**config.mk**
```make
export PLATFORM = sky130hd
export DESIGN_NAME = matrix_scan_order_generator
export DESIGN_NICKNAME = d
export VERILOG_FILES = /design/src/rtl/msog_pkg.sv /design/src/rtl/msog_cfg.sv /design/src/rtl/msog_step.sv /design/src/rtl/matrix_scan_order_generator.sv
export VERILOG_INCLUDE_DIRS = /design/src /design/src/rtl
export SDC_FILE = /design/constraint.sdc
export NUM_CORES = 1
export LEC_CHECK = 0
export BUFFER_PORTS_ARGS = -buffer_cell sky130_fd_sc_hd__buf_2
export CAP_MARGIN = 0
export CELL_PAD_IN_SITES_DETAIL_PLACEMENT = 1
export CELL_PAD_IN_SITES_GLOBAL_PLACEMENT = 1
export CORE_UTILIZATION = 46
export DETAILED_ROUTE_END_ITERATION = 16
export GPL_TIMING_DRIVEN = 0
export PLACE_DENSITY_LB_ADDON = 0.1
export SLEW_MARGIN = 25
export SYNTH_ARGS = -nofsm -noshare
export SYNTH_HDL_FRONTEND = slang
export SYNTH_HIERARCHICAL = 1
export SYNTH_SLANG_ARGS = --single-unit
```
**constraint.sdc**
```tcl
create_clock -name clk -period 9.3 [get_ports clk]
set_input_delay 1.86 -clock clk [delete_from_list [all_inputs] [get_ports clk]]
set_output_delay 1.86 -clock clk [all_outputs]
set_load 0.02 [all_outputs]
```
**src/rtl/matrix_scan_order_generator_macros.svh**
```systemverilog
// ----------------------------------------------------------------------------
// Assertion macros for the matrix scan order generator
// Shorthand for clocked implication checks with a synchronous reset guard.
// ----------------------------------------------------------------------------
`ifndef MATRIX_SCAN_ORDER_GENERATOR_MACROS_SVH
`define MATRIX_SCAN_ORDER_GENERATOR_MACROS_SVH

// Same-cycle implication: whenever ante holds, cons must hold too.
`define MSOG_ASSERT_IMPL(label, clk, rst, ante, cons, msg) \
  label: assert property (@(posedge clk) disable iff (rst) (ante) |-> (cons)) \
    else $error(msg);

// Next-cycle implication: whenever ante holds, cons must hold on the following clock.
`define MSOG_ASSERT_NEXT(label, clk, rst, ante, cons, msg) \
  label: assert property (@(posedge clk) disable iff (rst) (ante) |=> (cons)) \
    else $error(msg);

`endif

```
**src/rtl/msog_pkg.sv**
```systemverilog
// ----------------------------------------------------------------------------
// msog_pkg
// Shared types and codes of the matrix scan order generator.
// ----------------------------------------------------------------------------
package msog_pkg;

  // Scan orders selected by the scan_mode register.
  typedef enum logic [1:0] {
    MODE_RASTER = 2'd0,
    MODE_SNAKE  = 2'd1,
    MODE_SPIRAL = 2'd2,
    MODE_SHELL  = 2'd3
  } scan_mode_t;

  // Walk leg codes. Spiral uses all four, shells use the first two.
  localparam logic [1:0] PH_RIGHT = 2'd0;
  localparam logic [1:0] PH_DOWN  = 2'd1;
  localparam logic [1:0] PH_LEFT  = 2'd2;
  localparam logic [1:0] PH_UP    = 2'd3;
  localparam logic [1:0] PH_FIRST = 2'd0;
  localparam logic [1:0] PH_SECOND = 2'd1;

  // Register file layout.
  localparam int SIZE_W  = 7;
  localparam int MODE_W  = 2;
  localparam int RING_W  = 7;
  localparam int APB_AW  = 3;
  localparam int APB_DW  = 32;
  localparam logic REG_IDX_SIZE = 1'b0;
  localparam logic REG_IDX_MODE = 1'b1;
  localparam logic [SIZE_W-1:0] SIZE_RESET = 7'd8;
  localparam logic [MODE_W-1:0] MODE_RESET = 2'd0;

endpackage

```
**src/rtl/msog_cfg.sv**
```systemverilog
// ----------------------------------------------------------------------------
// msog_cfg
// APB register file holding the matrix side length and the scan order.
// ----------------------------------------------------------------------------
module msog_cfg (
  input  logic                            clk,
  input  logic                            rst,
  input  logic                            psel,
  input  logic                            penable,
  input  logic                            pwrite,
  input  logic [msog_pkg::APB_AW-1:0]     paddr,
  input  logic [msog_pkg::APB_DW-1:0]     pwdata,
  output logic [msog_pkg::APB_DW-1:0]     prdata,
  output logic                            pready,
  output logic [msog_pkg::SIZE_W-1:0]     matrix_size,
  output logic [msog_pkg::MODE_W-1:0]     scan_mode
);

  logic wr_en;

  assign pready = 1'b1;
  assign wr_en  = psel & penable & pwrite & pready;

  always_ff @(posedge clk) begin
    if (rst) begin
      matrix_size <= msog_pkg::SIZE_RESET;
      scan_mode   <= msog_pkg::MODE_RESET;
    end else if (wr_en) begin
      case (paddr[2])
        msog_pkg::REG_IDX_SIZE: matrix_size <= pwdata[msog_pkg::SIZE_W-1:0];
        msog_pkg::REG_IDX_MODE: scan_mode   <= pwdata[msog_pkg::MODE_W-1:0];
        default: ;
      endcase
    end
  end

  always_comb begin
    case (paddr[2])
      msog_pkg::REG_IDX_SIZE:
        prdata = {{(msog_pkg::APB_DW-msog_pkg::SIZE_W){1'b0}}, matrix_size};
      msog_pkg::REG_IDX_MODE:
        prdata = {{(msog_pkg::APB_DW-msog_pkg::MODE_W){1'b0}}, scan_mode};
      default:
        prdata = '0;
    endcase
  end

endmodule

```
**src/rtl/msog_step.sv**
```systemverilog
// ----------------------------------------------------------------------------
// msog_step
// Next-cell logic: from the held position, leg and count, work out the next
// cell of the selected order, or fall back to the first cell.
// ----------------------------------------------------------------------------
module msog_step #(
  parameter int MAX_SIZE = 64
) (
  input  logic [msog_pkg::SIZE_W-1:0]            matrix_size,
  input  logic [msog_pkg::MODE_W-1:0]            scan_mode,
  input  logic                                   restart,
  input  logic [$clog2(MAX_SIZE)-1:0]            cur_row,
  input  logic [$clog2(MAX_SIZE)-1:0]            cur_col,
  input  logic [1:0]                             leg_phase,
  input  logic [msog_pkg::RING_W-1:0]            ring_index,
  input  logic [$clog2(MAX_SIZE*MAX_SIZE+1)-1:0] visit_count,
  output logic [$clog2(MAX_SIZE)-1:0]            row_next,
  output logic [$clog2(MAX_SIZE)-1:0]            col_next,
  output logic [1:0]                             phase_next,
  output logic [msog_pkg::RING_W-1:0]            ring_next,
  output logic [$clog2(MAX_SIZE*MAX_SIZE+1)-1:0] count_next,
  output logic                                   last
);

  localparam int ROW_W = $clog2(MAX_SIZE);
  localparam int CW    = $clog2(MAX_SIZE * MAX_SIZE + 1);
  localparam int NW    = $clog2(MAX_SIZE + 1);
  localparam int SW    = ((ROW_W > msog_pkg::RING_W) ? ROW_W : msog_pkg::RING_W) + 3;

  logic [NW-1:0]          n;
  logic [2*NW-1:0]        prod;
  logic [CW-1:0]          total;
  logic                   start_in;
  logic                   ok;
  logic                   start;
  logic signed [SW-1:0]   n_s, r0, c0, k0, r, c, k, hi;
  logic [1:0]             ph;

  // Clamp the side length into 1..MAX_SIZE.
  always_comb begin
    if (matrix_size == '0) begin
      n = NW'(1);
    end else if (32'(matrix_size) > 32'(MAX_SIZE)) begin
      n = NW'(MAX_SIZE);
    end else begin
      n = NW'(matrix_size);
    end
  end

  assign prod  = n * n;
  assign total = prod[CW-1:0];

  assign start_in = restart || (visit_count == '0) || (visit_count >= total) ||
                    ({1'b0, cur_row} >= (ROW_W+1)'(n)) ||
                    ({1'b0, cur_col} >= (ROW_W+1)'(n));

  assign n_s = $signed({{(SW-NW){1'b0}}, n});
  assign r0  = $signed({{(SW-ROW_W){1'b0}}, cur_row});
  assign c0  = $signed({{(SW-ROW_W){1'b0}}, cur_col});
  assign k0  = $signed({{(SW-msog_pkg::RING_W){1'b0}}, ring_index});
  assign hi  = n_s - k0 - SW'(1);

  always_comb begin
    r  = r0;
    c  = c0;
    k  = k0;
    ph = leg_phase;
    ok = 1'b1;
    case (msog_pkg::scan_mode_t'(scan_mode))
      msog_pkg::MODE_RASTER: begin
        if (c0 < n_s - SW'(1)) begin
          c = c0 + SW'(1);
        end else begin
          c = '0;
          r = r0 + SW'(1);
        end
      end
      msog_pkg::MODE_SNAKE: begin
        if (!cur_row[0]) begin
          if (c0 < n_s - SW'(1)) c = c0 + SW'(1);
          else r = r0 + SW'(1);
        end else begin
          if (c0 > SW'(0)) c = c0 - SW'(1);
          else r = r0 + SW'(1);
        end
      end
      msog_pkg::MODE_SPIRAL: begin
        if (hi < k0) begin
          ok = 1'b0;
        end else begin
          case (leg_phase)
            msog_pkg::PH_RIGHT: begin
              if (c0 < hi) c = c0 + SW'(1);
              else begin ph = msog_pkg::PH_DOWN; r = r0 + SW'(1); end
            end
            msog_pkg::PH_DOWN: begin
              if (r0 < hi) r = r0 + SW'(1);
              else begin ph = msog_pkg::PH_LEFT; c = c0 - SW'(1); end
            end
            msog_pkg::PH_LEFT: begin
              if (c0 > k0) c = c0 - SW'(1);
              else begin ph = msog_pkg::PH_UP; r = r0 - SW'(1); end
            end
            default: begin
              if (r0 > k0 + SW'(1)) r = r0 - SW'(1);
              else begin
                k  = k0 + SW'(1);
                ph = msog_pkg::PH_RIGHT;
                c  = c0 + SW'(1);
              end
            end
          endcase
        end
      end
      default: begin
        // Corner shells: the 2x2 block opens, then shells alternate direction.
        if (k0 <= SW'(1)) begin
          k  = SW'(2);
          ph = msog_pkg::PH_FIRST;
          r  = '0;
          c  = SW'(1);
        end else if (!ring_index[0]) begin
          if (leg_phase == msog_pkg::PH_FIRST) begin
            if (r0 < k0 - SW'(1)) r = r0 + SW'(1);
            else begin ph = msog_pkg::PH_SECOND; c = c0 - SW'(1); end
          end else begin
            if (c0 > SW'(0)) c = c0 - SW'(1);
            else begin
              k  = k0 + SW'(1);
              ph = msog_pkg::PH_FIRST;
              r  = k0;
              c  = '0;
            end
          end
        end else begin
          if (leg_phase == msog_pkg::PH_FIRST) begin
            if (c0 < k0 - SW'(1)) c = c0 + SW'(1);
            else begin ph = msog_pkg::PH_SECOND; r = r0 - SW'(1); end
          end else begin
            if (r0 > SW'(0)) r = r0 - SW'(1);
            else begin
              k  = k0 + SW'(1);
              ph = msog_pkg::PH_FIRST;
              r  = '0;
              c  = k0;
            end
          end
        end
      end
    endcase
    // Drop the move if it leaves the matrix or overflows the ring counter.
    if ((r < SW'(0)) || (c < SW'(0)) || (r >= n_s) || (c >= n_s) ||
        (k > SW'(2**msog_pkg::RING_W - 1))) begin
      ok = 1'b0;
    end
  end

  assign start = start_in || !ok;

  always_comb begin
    if (start) begin
      row_next   = '0;
      col_next   = '0;
      phase_next = msog_pkg::PH_RIGHT;
      ring_next  = '0;
      count_next = CW'(1);
    end else begin
      row_next   = r[ROW_W-1:0];
      col_next   = c[ROW_W-1:0];
      phase_next = ph;
      ring_next  = k[msog_pkg::RING_W-1:0];
      count_next = visit_count + CW'(1);
    end
  end

  assign last = (count_next == total);

endmodule

```
**src/rtl/matrix_scan_order_generator.sv**
```systemverilog
// ----------------------------------------------------------------------------
// matrix_scan_order_generator
// Emits one cell position of an n by n matrix per request, in raster, snake,
// clockwise spiral or corner-shell order.
// ----------------------------------------------------------------------------
// Usage:
//   Each request on the slave stream (s_tdata[0] = restart) produces exactly
//   one result on the master stream: row, column and visit number of the next
//   cell, with m_tlast set on the final cell of the scan. The request after
//   the final cell, or a request with restart set, begins at cell (0,0).
//   Side length and order are set through the APB port (0x0 matrix_size,
//   0x4 scan_mode) while the stream is idle.
//   Path: the request register loads at the accepting edge, and the
//   next-cell logic then loads the result register, which raises m_tvalid.
//   Throughput is one result per cycle while the receiver does not stall;
//   the state update of the walk is a single combinational step, so
//   requests may arrive every cycle while s_tready is high.
//   When the receiver stalls, the result register holds its value and the
//   request register fills; s_tready drops only once both are occupied.
//   Reset (synchronous, active high) empties both registers, restores size 8
//   and raster order, and leaves the walk unstarted so the first request
//   returns (0,0) with visit number 1.
// ----------------------------------------------------------------------------
`include "matrix_scan_order_generator_macros.svh"

module matrix_scan_order_generator #(
  parameter int MAX_SIZE = 64
) (
  input  logic                              clk,
  input  logic                              rst,
  // APB configuration port
  input  logic                              psel,
  input  logic                              penable,
  input  logic                              pwrite,
  input  logic [msog_pkg::APB_AW-1:0]       paddr,
  input  logic [msog_pkg::APB_DW-1:0]       pwdata,
  output logic [msog_pkg::APB_DW-1:0]       prdata,
  output logic                              pready,
  // request stream
  input  logic                              s_tvalid,
  output logic                              s_tready,
  input  logic [7:0]                        s_tdata,   // [0] restart
  // result stream
  output logic                              m_tvalid,
  input  logic                              m_tready,
  // fields from bit 0: row, col, order_value, zero fill
  output logic [((2*$clog2(MAX_SIZE)+$clog2(MAX_SIZE*MAX_SIZE+1)+7)/8)*8-1:0] m_tdata,
  output logic                              m_tlast    // last cell of the scan
);

  localparam int ROW_W = $clog2(MAX_SIZE);
  localparam int CW    = $clog2(MAX_SIZE * MAX_SIZE + 1);
  localparam int DW    = ((2 * ROW_W + CW + 7) / 8) * 8;

  logic [msog_pkg::SIZE_W-1:0] matrix_size;
  logic [msog_pkg::MODE_W-1:0] scan_mode;

  // Request register.
  logic                        in_valid;
  logic                        in_restart;
  logic                        fire;

  // Walk state.
  logic [ROW_W-1:0]            cur_row;
  logic [ROW_W-1:0]            cur_col;
  logic [1:0]                  leg_phase;
  logic [msog_pkg::RING_W-1:0] ring_index;
  logic [CW-1:0]               visit_count;

  logic [ROW_W-1:0]            row_next;
  logic [ROW_W-1:0]            col_next;
  logic [1:0]                  phase_next;
  logic [msog_pkg::RING_W-1:0] ring_next;
  logic [CW-1:0]               count_next;
  logic                        last_next;

  // Result register.
  logic [ROW_W-1:0]            out_row;
  logic [ROW_W-1:0]            out_col;
  logic [CW-1:0]               out_order;

  msog_cfg u_cfg (
    .clk         (clk),
    .rst         (rst),
    .psel        (psel),
    .penable     (penable),
    .pwrite      (pwrite),
    .paddr       (paddr),
    .pwdata      (pwdata),
    .prdata      (prdata),
    .pready      (pready),
    .matrix_size (matrix_size),
    .scan_mode   (scan_mode)
  );

  msog_step #(
    .MAX_SIZE (MAX_SIZE)
  ) u_step (
    .matrix_size (matrix_size),
    .scan_mode   (scan_mode),
    .restart     (in_restart),
    .cur_row     (cur_row),
    .cur_col     (cur_col),
    .leg_phase   (leg_phase),
    .ring_index  (ring_index),
    .visit_count (visit_count),
    .row_next    (row_next),
    .col_next    (col_next),
    .phase_next  (phase_next),
    .ring_next   (ring_next),
    .count_next  (count_next),
    .last        (last_next)
  );

  // Advance the held request whenever the result register is free or drains.
  assign fire     = in_valid && (!m_tvalid || m_tready);
  assign s_tready = !in_valid || !m_tvalid || m_tready;

  always_ff @(posedge clk) begin
    if (rst) begin
      in_valid <= 1'b0;
    end else if (s_tready) begin
      in_valid <= s_tvalid;
    end
  end

  always_ff @(posedge clk) begin
    if (s_tready && s_tvalid) begin
      in_restart <= s_tdata[0];
    end
  end

  // Commit the walk state together with the result it produced.
  always_ff @(posedge clk) begin
    if (rst) begin
      cur_row     <= '0;
      cur_col     <= '0;
      leg_phase   <= msog_pkg::PH_RIGHT;
      ring_index  <= '0;
      visit_count <= '0;
    end else if (fire) begin
      cur_row     <= row_next;
      cur_col     <= col_next;
      leg_phase   <= phase_next;
      ring_index  <= ring_next;
      visit_count <= count_next;
    end
  end

  always_ff @(posedge clk) begin
    if (rst) begin
      m_tvalid <= 1'b0;
    end else if (fire) begin
      m_tvalid <= 1'b1;
    end else if (m_tready) begin
      m_tvalid <= 1'b0;
    end
  end

  // Hold the payload while the receiver stalls.
  always_ff @(posedge clk) begin
    if (fire) begin
      out_row   <= row_next;
      out_col   <= col_next;
      out_order <= count_next;
      m_tlast   <= last_next;
    end
  end

  assign m_tdata = DW'({out_order, out_col, out_row});

  // A visit number is never zero once a cell is shown.
  `MSOG_ASSERT_IMPL(a_order_nonzero, clk, rst, m_tvalid, out_order != '0,
    "result with visit number zero")
  // The first visit of a scan is always the corner cell.
  `MSOG_ASSERT_IMPL(a_first_is_corner, clk, rst, m_tvalid && (out_order == CW'(1)),
    (out_row == '0) && (out_col == '0), "first visit not at cell (0,0)")
  // The shown result and the walk count move together.
  `MSOG_ASSERT_IMPL(a_count_matches, clk, rst, m_tvalid, visit_count == out_order,
    "walk count differs from shown visit number")
  // A held request always moves into an empty result register.
  `MSOG_ASSERT_NEXT(a_request_moves, clk, rst, in_valid && !m_tvalid, m_tvalid,
    "held request did not reach the result register")

endmodule
```
After elaboration in Yosys (flattened, before gate mapping):

Index checks and enable logic that the tools add are counted.

* magnitude comparators: 20
* $add $sub $neg: 10
* bitwise logic cells: 3
* equal/unequal tests: 15
* reductions and logical operators: 27
* multiply operators: 1
* shifts and indexed selects: 0
* divide/modulo/power cells: 0
* muxes and demuxes: 76

Operators by type and width (count)
* 10-bit two-way mux: 41
* 10-bit one-hot mux with 3 select lines: 4
* 32-bit one-hot mux with 2 select lines: 1
* 7-bit by 10-bit less-than comparator with 1-bit output: 5
* 7-bit two-way mux: 5
* 2-bit two-way mux: 14
* 10-bit by 8-bit >= comparator with 1-bit output: 2
* 10-bit by 1-bit less-than comparator with 1-bit output (second input constant): 2
* 10-bit one-hot mux with 2 select lines: 1
* 7-bit by 1-bit subtractor with 8-bit output (second input constant): 2
* 6-bit by 1-bit adder with 7-bit output (second input constant): 2
* 6-bit by 7-bit >= comparator with 1-bit output: 2
* 6-bit by 1-bit subtractor with 7-bit output (second input constant): 2
* 13-bit by 1-bit adder with 13-bit output (second input constant): 1
* 13-bit equality test: 1
* 13-bit >= comparator: 1
* 13-bit logical NOT: 1
* 7-bit by 7-bit multiplier with 13-bit output: 1
* 13-bit two-way mux: 1
* 6-bit by 1-bit greater-than comparator with 1-bit output (second input constant): 2
* 1-bit logical OR: 12
* 6-bit two-way mux: 2
* 4-bit by 3-bit inequality test with 1-bit output (second input constant): 3
* 6-bit by 4-bit inequality test with 1-bit output (second input constant): 2
* 29 further kinds: 42

* ROM bits: 0
* flip-flop bits (word level): 72
* output and inout port bits: 68
* word-level logic and storage cells: 166
* bits in writable memories: 0
* latch bits: 0
* input bits: 50
* memories: 0

Depth between registers and ports, before layout:

* word-level depth: 20
* depth in mapped cells: 39
* depth with buffers taken out: 35

Hierarchy:

The synthesis kept the hierarchy.

By module, submodules not included
* msog_step: area an instance 7641.1 µm², instances 1, cells an instance 1103
* matrix_scan_order_generator: area an instance 2472.4 µm², instances 1, cells an instance 192
* msog_cfg: area an instance 689.4 µm², instances 1, cells an instance 75

Worst setup path after synthesis:

Ideal clock, no wire load.

* path type: register to register
* start: register u_cfg/matrix_size[6] in the netlist's numbering
* end: register m_tlast (data pin)
* cell stages (with the launch flop): 33
* required time: 9130 ps
* clock period less this slack: 7803 ps
* setup time: 170 ps
* arrival time: 7633 ps
* path slack: 1497 ps
* cells stage by stage: dfxtp_1 > clkbuf_1 > inv_1 > nand2_1 > inv_1 > nand2_1 > inv_1 > fa_1 > inv_1 > fa_1 > fa_1 > inv_1 > fa_1 > ha_1 > o21ai_0 > a21oi_1 > o41ai_1 > o21bai_1 > a21oi_1 > xor2_1 > inv_1 > ha_1 > nor4_1 > o2111ai_1 > a221o_1 > a221oi_1 > nand4_1 > a2111oi_4 > o211ai_4 > or4_4 > a21oi_2 > o221ai_2 > nor4_2

* cells in the longest elaborated chain, start to end: 20
* elaborated cells between the ends (all ways): 52

RTL lines
* from (decl): RTL line msog_cfg.sv:15 `output logic [msog_pkg::SIZE_W-1:0] matrix_size,`
* from (signal assigned): RTL line msog_cfg.sv:26 `matrix_size <= msog_pkg::SIZE_RESET;`
* from (signal assigned): RTL line msog_cfg.sv:30 `msog_pkg::REG_IDX_SIZE: matrix_size <= pwdata[msog_pkg::SIZE_W-1:0];`
* 7-bit greater-than comparator: RTL line msog_step.sv:43 `end else if (32'(matrix_size) > 32'(MAX_SIZE)) begin`
* 7-bit two-way mux: RTL line msog_step.sv:43
* 7-bit two-way mux (*): RTL line msog_step.sv:41 `if (matrix_size == '0) begin`
* 7-bit by 7-bit subtractor with 8-bit output: RTL line msog_step.sv:61 `assign hi = n_s - k0 - SW'(1);`
* 10-bit by 2-bit subtractor with 10-bit output: RTL line msog_step.sv:61
* 7-bit by 10-bit less-than comparator with 1-bit output (on tied branches): RTL line msog_step.sv:97, msog_step.sv:93
* 10-bit two-way mux (on tied branches): RTL line msog_step.sv:97, msog_step.sv:93
* 10-bit one-hot mux with 3 select lines: RTL line msog_step.sv:91 `case (leg_phase)`
* [2 not listed]
* 10-bit by 1-bit less-than comparator with 1-bit output: RTL line msog_step.sv:152 `if ((r < SW'(0)) || (c < SW'(0)) || (r >= n_s) || (c >= n_s) ||`
* 1-bit logical OR (4 in a row): RTL line msog_step.sv:152
* 1-bit two-way mux: RTL line msog_step.sv:152
* 1-bit logical NOT: RTL line msog_step.sv:158 `assign start = start_in || !ok;`
* 1-bit logical OR: RTL line msog_step.sv:158
* 13-bit two-way mux: RTL line msog_step.sv:161 `if (start) begin`
* 13-bit equality test (*): RTL line msog_step.sv:176 `assign last = (count_next == total);`
* named net last_next: RTL line matrix_scan_order_generator.sv:75 `logic last_next;`
* to (signal assigned): RTL line matrix_scan_order_generator.sv:166 `m_tlast <= last_next;`
* to (decl): RTL line matrix_scan_order_generator.sv:48 `output logic m_tlast`

The timed path passes the listed nets; every way through them passes the cells marked *.
A chain may end at the register's enable or synchronous reset.

Worst setup path after layout:

* start: register ring_index[0] in the netlist's numbering
* end: register m_tlast (data pin)

* cells in the longest elaborated chain, start to end: 17
* elaborated cells between the ends (all ways): 64

RTL lines
* from (decl): RTL line matrix_scan_order_generator.sv:67 `logic [msog_pkg::RING_W-1:0] ring_index;`
* from (signal assigned): RTL line matrix_scan_order_generator.sv:145 `ring_index <= ring_next;`
* 7-bit by 7-bit subtractor with 8-bit output / 7-bit by 1-bit subtractor with 8-bit output (equally long branches): RTL line msog_step.sv:61, msog_step.sv:124, msog_step.sv:137
* 10-bit by 2-bit subtractor with 10-bit output, or another cell as far along: RTL line msog_step.sv:61
* 7-bit by 10-bit less-than comparator with 1-bit output, or another cell as far along: RTL line msog_step.sv:97 `if (r0 < hi) r = r0 + SW'(1);`
* 10-bit two-way mux (on tied branches)
* 10-bit one-hot mux with 3 select lines / 10-bit two-way mux (equally long branches): RTL line msog_step.sv:91, msog_step.sv:122
* 10-bit two-way mux (on tied branches): RTL line msog_step.sv:88, msog_step.sv:117
* 10-bit one-hot mux with 3 select lines: RTL line msog_step.sv:69 `case (msog_pkg::scan_mode_t'(scan_mode))`
* 10-bit by 1-bit less-than comparator with 1-bit output: RTL line msog_step.sv:152
* 1-bit logical OR (4 in a row): RTL line msog_step.sv:152
* 1-bit two-way mux (*): RTL line msog_step.sv:152
* 1-bit logical NOT (*): RTL line msog_step.sv:158
* 1-bit logical OR (*): RTL line msog_step.sv:158
* 13-bit two-way mux (*): RTL line msog_step.sv:161
* 13-bit equality test (*): RTL line msog_step.sv:176
* named net last_next: RTL line matrix_scan_order_generator.sv:75

Marked as above.

==> summary by stage <==
Routing
The met3 wire length is 3.49 mm. The detailed router put a total of 18.1 mm of wire on met1. The routed via count is ~11000. The highest metal layer with signal wires is met4.

For this run, design rule violations remaining after detail routing come to 0. The met2 routed wirelength is roughly 19 mm. The average wire length per cell after detail routing is 23.9 µm.

The total length of routed wires is around 43 mm. For this run, the detailed router's first-pass iteration total came to 5. In this run the remaining antenna-violating nets after routing total 0. The via count normalized by instance count is between 6 and 7.

The iteration-0 DRC count of the detailed router is 855.

Logic synthesis
During synthesis, Yosys emitted a total of 6 warnings. In the synthesized netlist the dominant register cell turns out to be sky130_fd_sc_hd__dfxtp_1. The commonest cells after synthesis are sky130_fd_sc_hd__ha_1 (127), sky130_fd_sc_hd__nor2_1 (117), sky130_fd_sc_hd__nand2_1 (102). Yosys instantiated no cell more often than sky130_fd_sc_hd__ha_1. The number of distinct library cells after synthesis is between 100 and 150. Of all flip-flops after synthesis, the portion carrying an async set or reset was 0%. In this run the mean area of a mapped cell was a little under 8 µm². sky130_fd_sc_hd__ha_1 takes more of the synthesized area than any other cell.

In this run the biggest area consumer among cell types represents 14.7% of the synthesized area. The flip-flop and latch count after synthesis is a little over 70. The post-synthesis sequential area ratio is 15.8%. In the synthesized netlist, the number of instances is approximately 1400. In the post-synthesis netlist, the biggest area contributors are sky130_fd_sc_hd__ha_1 (15%), sky130_fd_sc_hd__dfxtp_1 (8.3%), sky130_fd_sc_hd__edfxtp_1 (7.5%), sky130_fd_sc_hd__nand2b_1 (5.4%), sky130_fd_sc_hd__mux2i_1 (4.5%). The combined area of all synthesized cells is ~11000 µm². In this run, synthesis inferred 27 flip-flops with an integrated enable.

Floorplan
The initial utilization of the core area, before any placement, comes to 47.3%. In this run the core area contains 55 standard-cell rows. For this design the top-level I/O count stands at 118.

The placeable core area is approximately 23000 µm². The die width is 155 µm. The area of the die is 24100 µm².

The height of the die is 155 µm.

Clock tree
The count of clock tree sinks is 72. In this run, post-CTS hold repair placed 0 buffers. The worst-case clock buffer depth is 2. The H-tree was split into 3 levels.

The number of CTS-inserted buffers is 9. The clock-pin slew on the worst setup and hold paths is 60 ps. For the worst-skew pair, the clock arrives at the later sink with an insertion delay of 340 ps. The tree is rooted in a sky130_fd_sc_hd__clkbuf_16.

TritonCTS built the clock tree.

Global routing
The number of antenna violations at the first check in global routing is 1. In the global route stage, overall resource usage came out at 35.9%. The global-route wire length before repair is 66.1 mm. Entering global routing, the biggest net connects 36 pins. The remaining global-route overflow is 0.

The number of global-route vias before repair is 11400.

Final layout
The number of antenna repair diodes is 0. The fraction of layout cells with a size suffix above 1 is a little over an eighth. The area growth from synthesis to layout is 10.9%. The final design instance area without fill is 12000 µm². After the flow finishes, the layout carries non-filler instances totaling 1787. The fraction of the core area covered by cells at the end of the flow is 52.4%. The final layout contains 1662 nets.

Placement
At the end of routability-driven placement, the weighted congestion stood at 1.03. The sum of net half-perimeters after detailed placement is 33.0 mm. The worst setup slack before clock tree synthesis is -378 ps. The instance area after placement is 11600 µm². The count of buffers inserted at the top-level ports is 49. The number of cells after detailed placement is 1768.

Worst setup path
On the critical path, the stage with the largest delay is an instance of sky130_fd_sc_hd__o21ai_1. The biggest cell delay along the critical path is between 800 and 900 ps. Among the stages of the critical path, the cell type that occurs most often is sky130_fd_sc_hd__clkbuf_1. The reg-to-reg critical path endpoint is m_tlast$_DFFE_PP_. The setup slack on the worst flop-to-flop path is 440 ps. The launch point of the worst reg-to-reg path is ring_index[0]$_SDFFE_PP0P_.

The worst setup path is launched from a register. The largest driver fanout on the critical path is 10. The kind of critical path is reg -> reg. The startpoint of the worst setup timing path is ring_index[0]$_SDFFE_PP0P_. The data arrival time at the worst-slack endpoint is roughly 9000 ps.

The capture point of the critical path is m_tlast$_DFFE_PP_. The endpoint required time on the critical path is 9450 ps. The worst setup path is captured at a register.

The logic depth of the worst register-to-register path is 29.

Timing
The hold violation count in the final report is 0. For the pin with the worst max-slew slack, the measured transition is 1070 ps. In the final timing run, aggregate negative setup slack is 0 ps.

Headroom to the max-slew limit came out at 27.8%. In the finished design, the share of the clock period the worst path needs comes to 95.2%. The clock skew is 6.13 ps. The number of max-slew violations in the final report came to 0. On the final layout, the worst hold slack is 488 ps. Setup violations remaining at the end of the flow were counted as 0. The minimum period implied by the final worst setup slack is roughly 8900 ps. The highest clock frequency the design can meet is between 0.1 and 0.15 GHz.

The setup slack of the critical path after layout is 445 ps.

Power and ir drop
The net load switching power is 0.333 mW. The maximum ir drop on the vdd rail is 0.0759 mV. The share of total power in combinational logic is 29.3%. The switching share of power is 33.9%. Power spread over the standard cell area amounts to 82.1 nW/µm². In this run, flip-flops and latches consume 34.2% of the power. The total leakage power is approximately 5.1 nW. Summing internal, switching and leakage power gives 0.984 mW. Per report_power, the clock group accounts for 36.4% of the total. The internal portion of the total power is 0.650 mW.

Outcome
The flow ran to the end, and the final reports show no timing, DRC or antenna violations.

Run
The max-capacitance violation count is 0.

Worst hold path
The path class of the lowest-slack min-delay path is reg -> reg. The source of the worst hold timing path is ring_index[4]$_SDFFE_PP0P_.
worst min path at each step:
stage	cells past startpoint	end
3_5_place_dp	2	ring_index[4]$_SDFFE_PP0P_
2_1_floorplan	2	ring_index[6]$_SDFFE_PP0P_
5_1_grt	2	ring_index[3]$_SDFFE_PP0P_
4_1_cts	2	ring_index[4]$_SDFFE_PP0P_
6_report	2	ring_index[4]$_SDFFE_PP0P_
3_3_place_gp	2	ring_index[4]$_SDFFE_PP0P_
cells by family (layout without fill, tap and decap cells):
family          count (synthesis)  after routing  share of synthesized area [%]
buf+inv                       179            247                           8.37
flops                          72             72                           15.8
xor+xnor                       71             71                           5.83
compound gates                348            348                           22.5
simple gates                  498            498                           24.2
other cells                     4             40                          0.139
mux                            55             55                           5.37
fa+ha+maj                     143            143                           17.7
power by group through the flow:
stage / clock network, mW / registers, mW / logic (mW)
6_report: 0.358 / 0.337 / 0.288
4_1_cts: 0.363 / 0.337 / 0.280
5_1_grt: 0.375 / 0.337 / 0.312
2_1_floorplan: 0 / 0.349 / 0.198
3_5_place_dp: 0 / 0.344 / 0.276
3_3_place_gp: 0 / 0.343 / 0.267
final cells by class:
class                   instances  area, µm²
flip-flops and latches         72       1710
inverters                      73        278
well taps                     313        392
clock buffers                  10        229
plain buffers                 105        633
multi-input cells            1155       8390
clock inverters                 6       68.8
repair buffers                 53        275
fillers                      2926      10900
routing by layer:
metal | global-route usage [%] | vias to the layer above
met3 | 5.60 | 124
met1 | 47.2 | 5445
met5 | 0 | -
met4 | 16.5 | 0
met2 | 57.8 | 539
li1 | - | 5072
cells in the final DEF, fill, tap and decap left out, types with 27 or more instances in the layout:
cell / count
sky130_fd_sc_hd__nand3_1: 34
sky130_fd_sc_hd__buf_2: 54
sky130_fd_sc_hd__dfxtp_1: 45
sky130_fd_sc_hd__o21ai_0: 77
sky130_fd_sc_hd__nor3_1: 29
sky130_fd_sc_hd__mux2i_1: 49
sky130_fd_sc_hd__nor2_1: 114
sky130_fd_sc_hd__a21oi_1: 76
sky130_fd_sc_hd__clkbuf_1: 47
sky130_fd_sc_hd__inv_1: 70
sky130_fd_sc_hd__ha_1: 127
sky130_fd_sc_hd__conb_1: 40
sky130_fd_sc_hd__edfxtp_1: 27
sky130_fd_sc_hd__nand2b_1: 94
sky130_fd_sc_hd__buf_4: 42
sky130_fd_sc_hd__xnor2_1: 47
sky130_fd_sc_hd__nand2_1: 100
state kept, by name (all words and copies together) (netlist names), 2 cells and up:
register,count
u_cfg/matrix_size,7
out_row,6
cur_col,6
leg_phase,2
visit_count,13
u_cfg/scan_mode,2
ring_index,7
out_order,13
cur_row,6
out_col,6
critical path: cells and delay by family, from the launching register on:
family	cells	cell delay [ps]
compound gates	13	3250
simple gates	8	1940
buf+inv	4	1840
flops	1	630
fa+ha+maj	2	590
xor+xnor	2	370
what timing repair did:
action	in CTS	in global routing
setup endpoints to repair	56	58
pin swaps	0	0
resized for setup	5	17
buffers inserted	0	4
No activity file was read; power rests on OpenSTA's default activity.
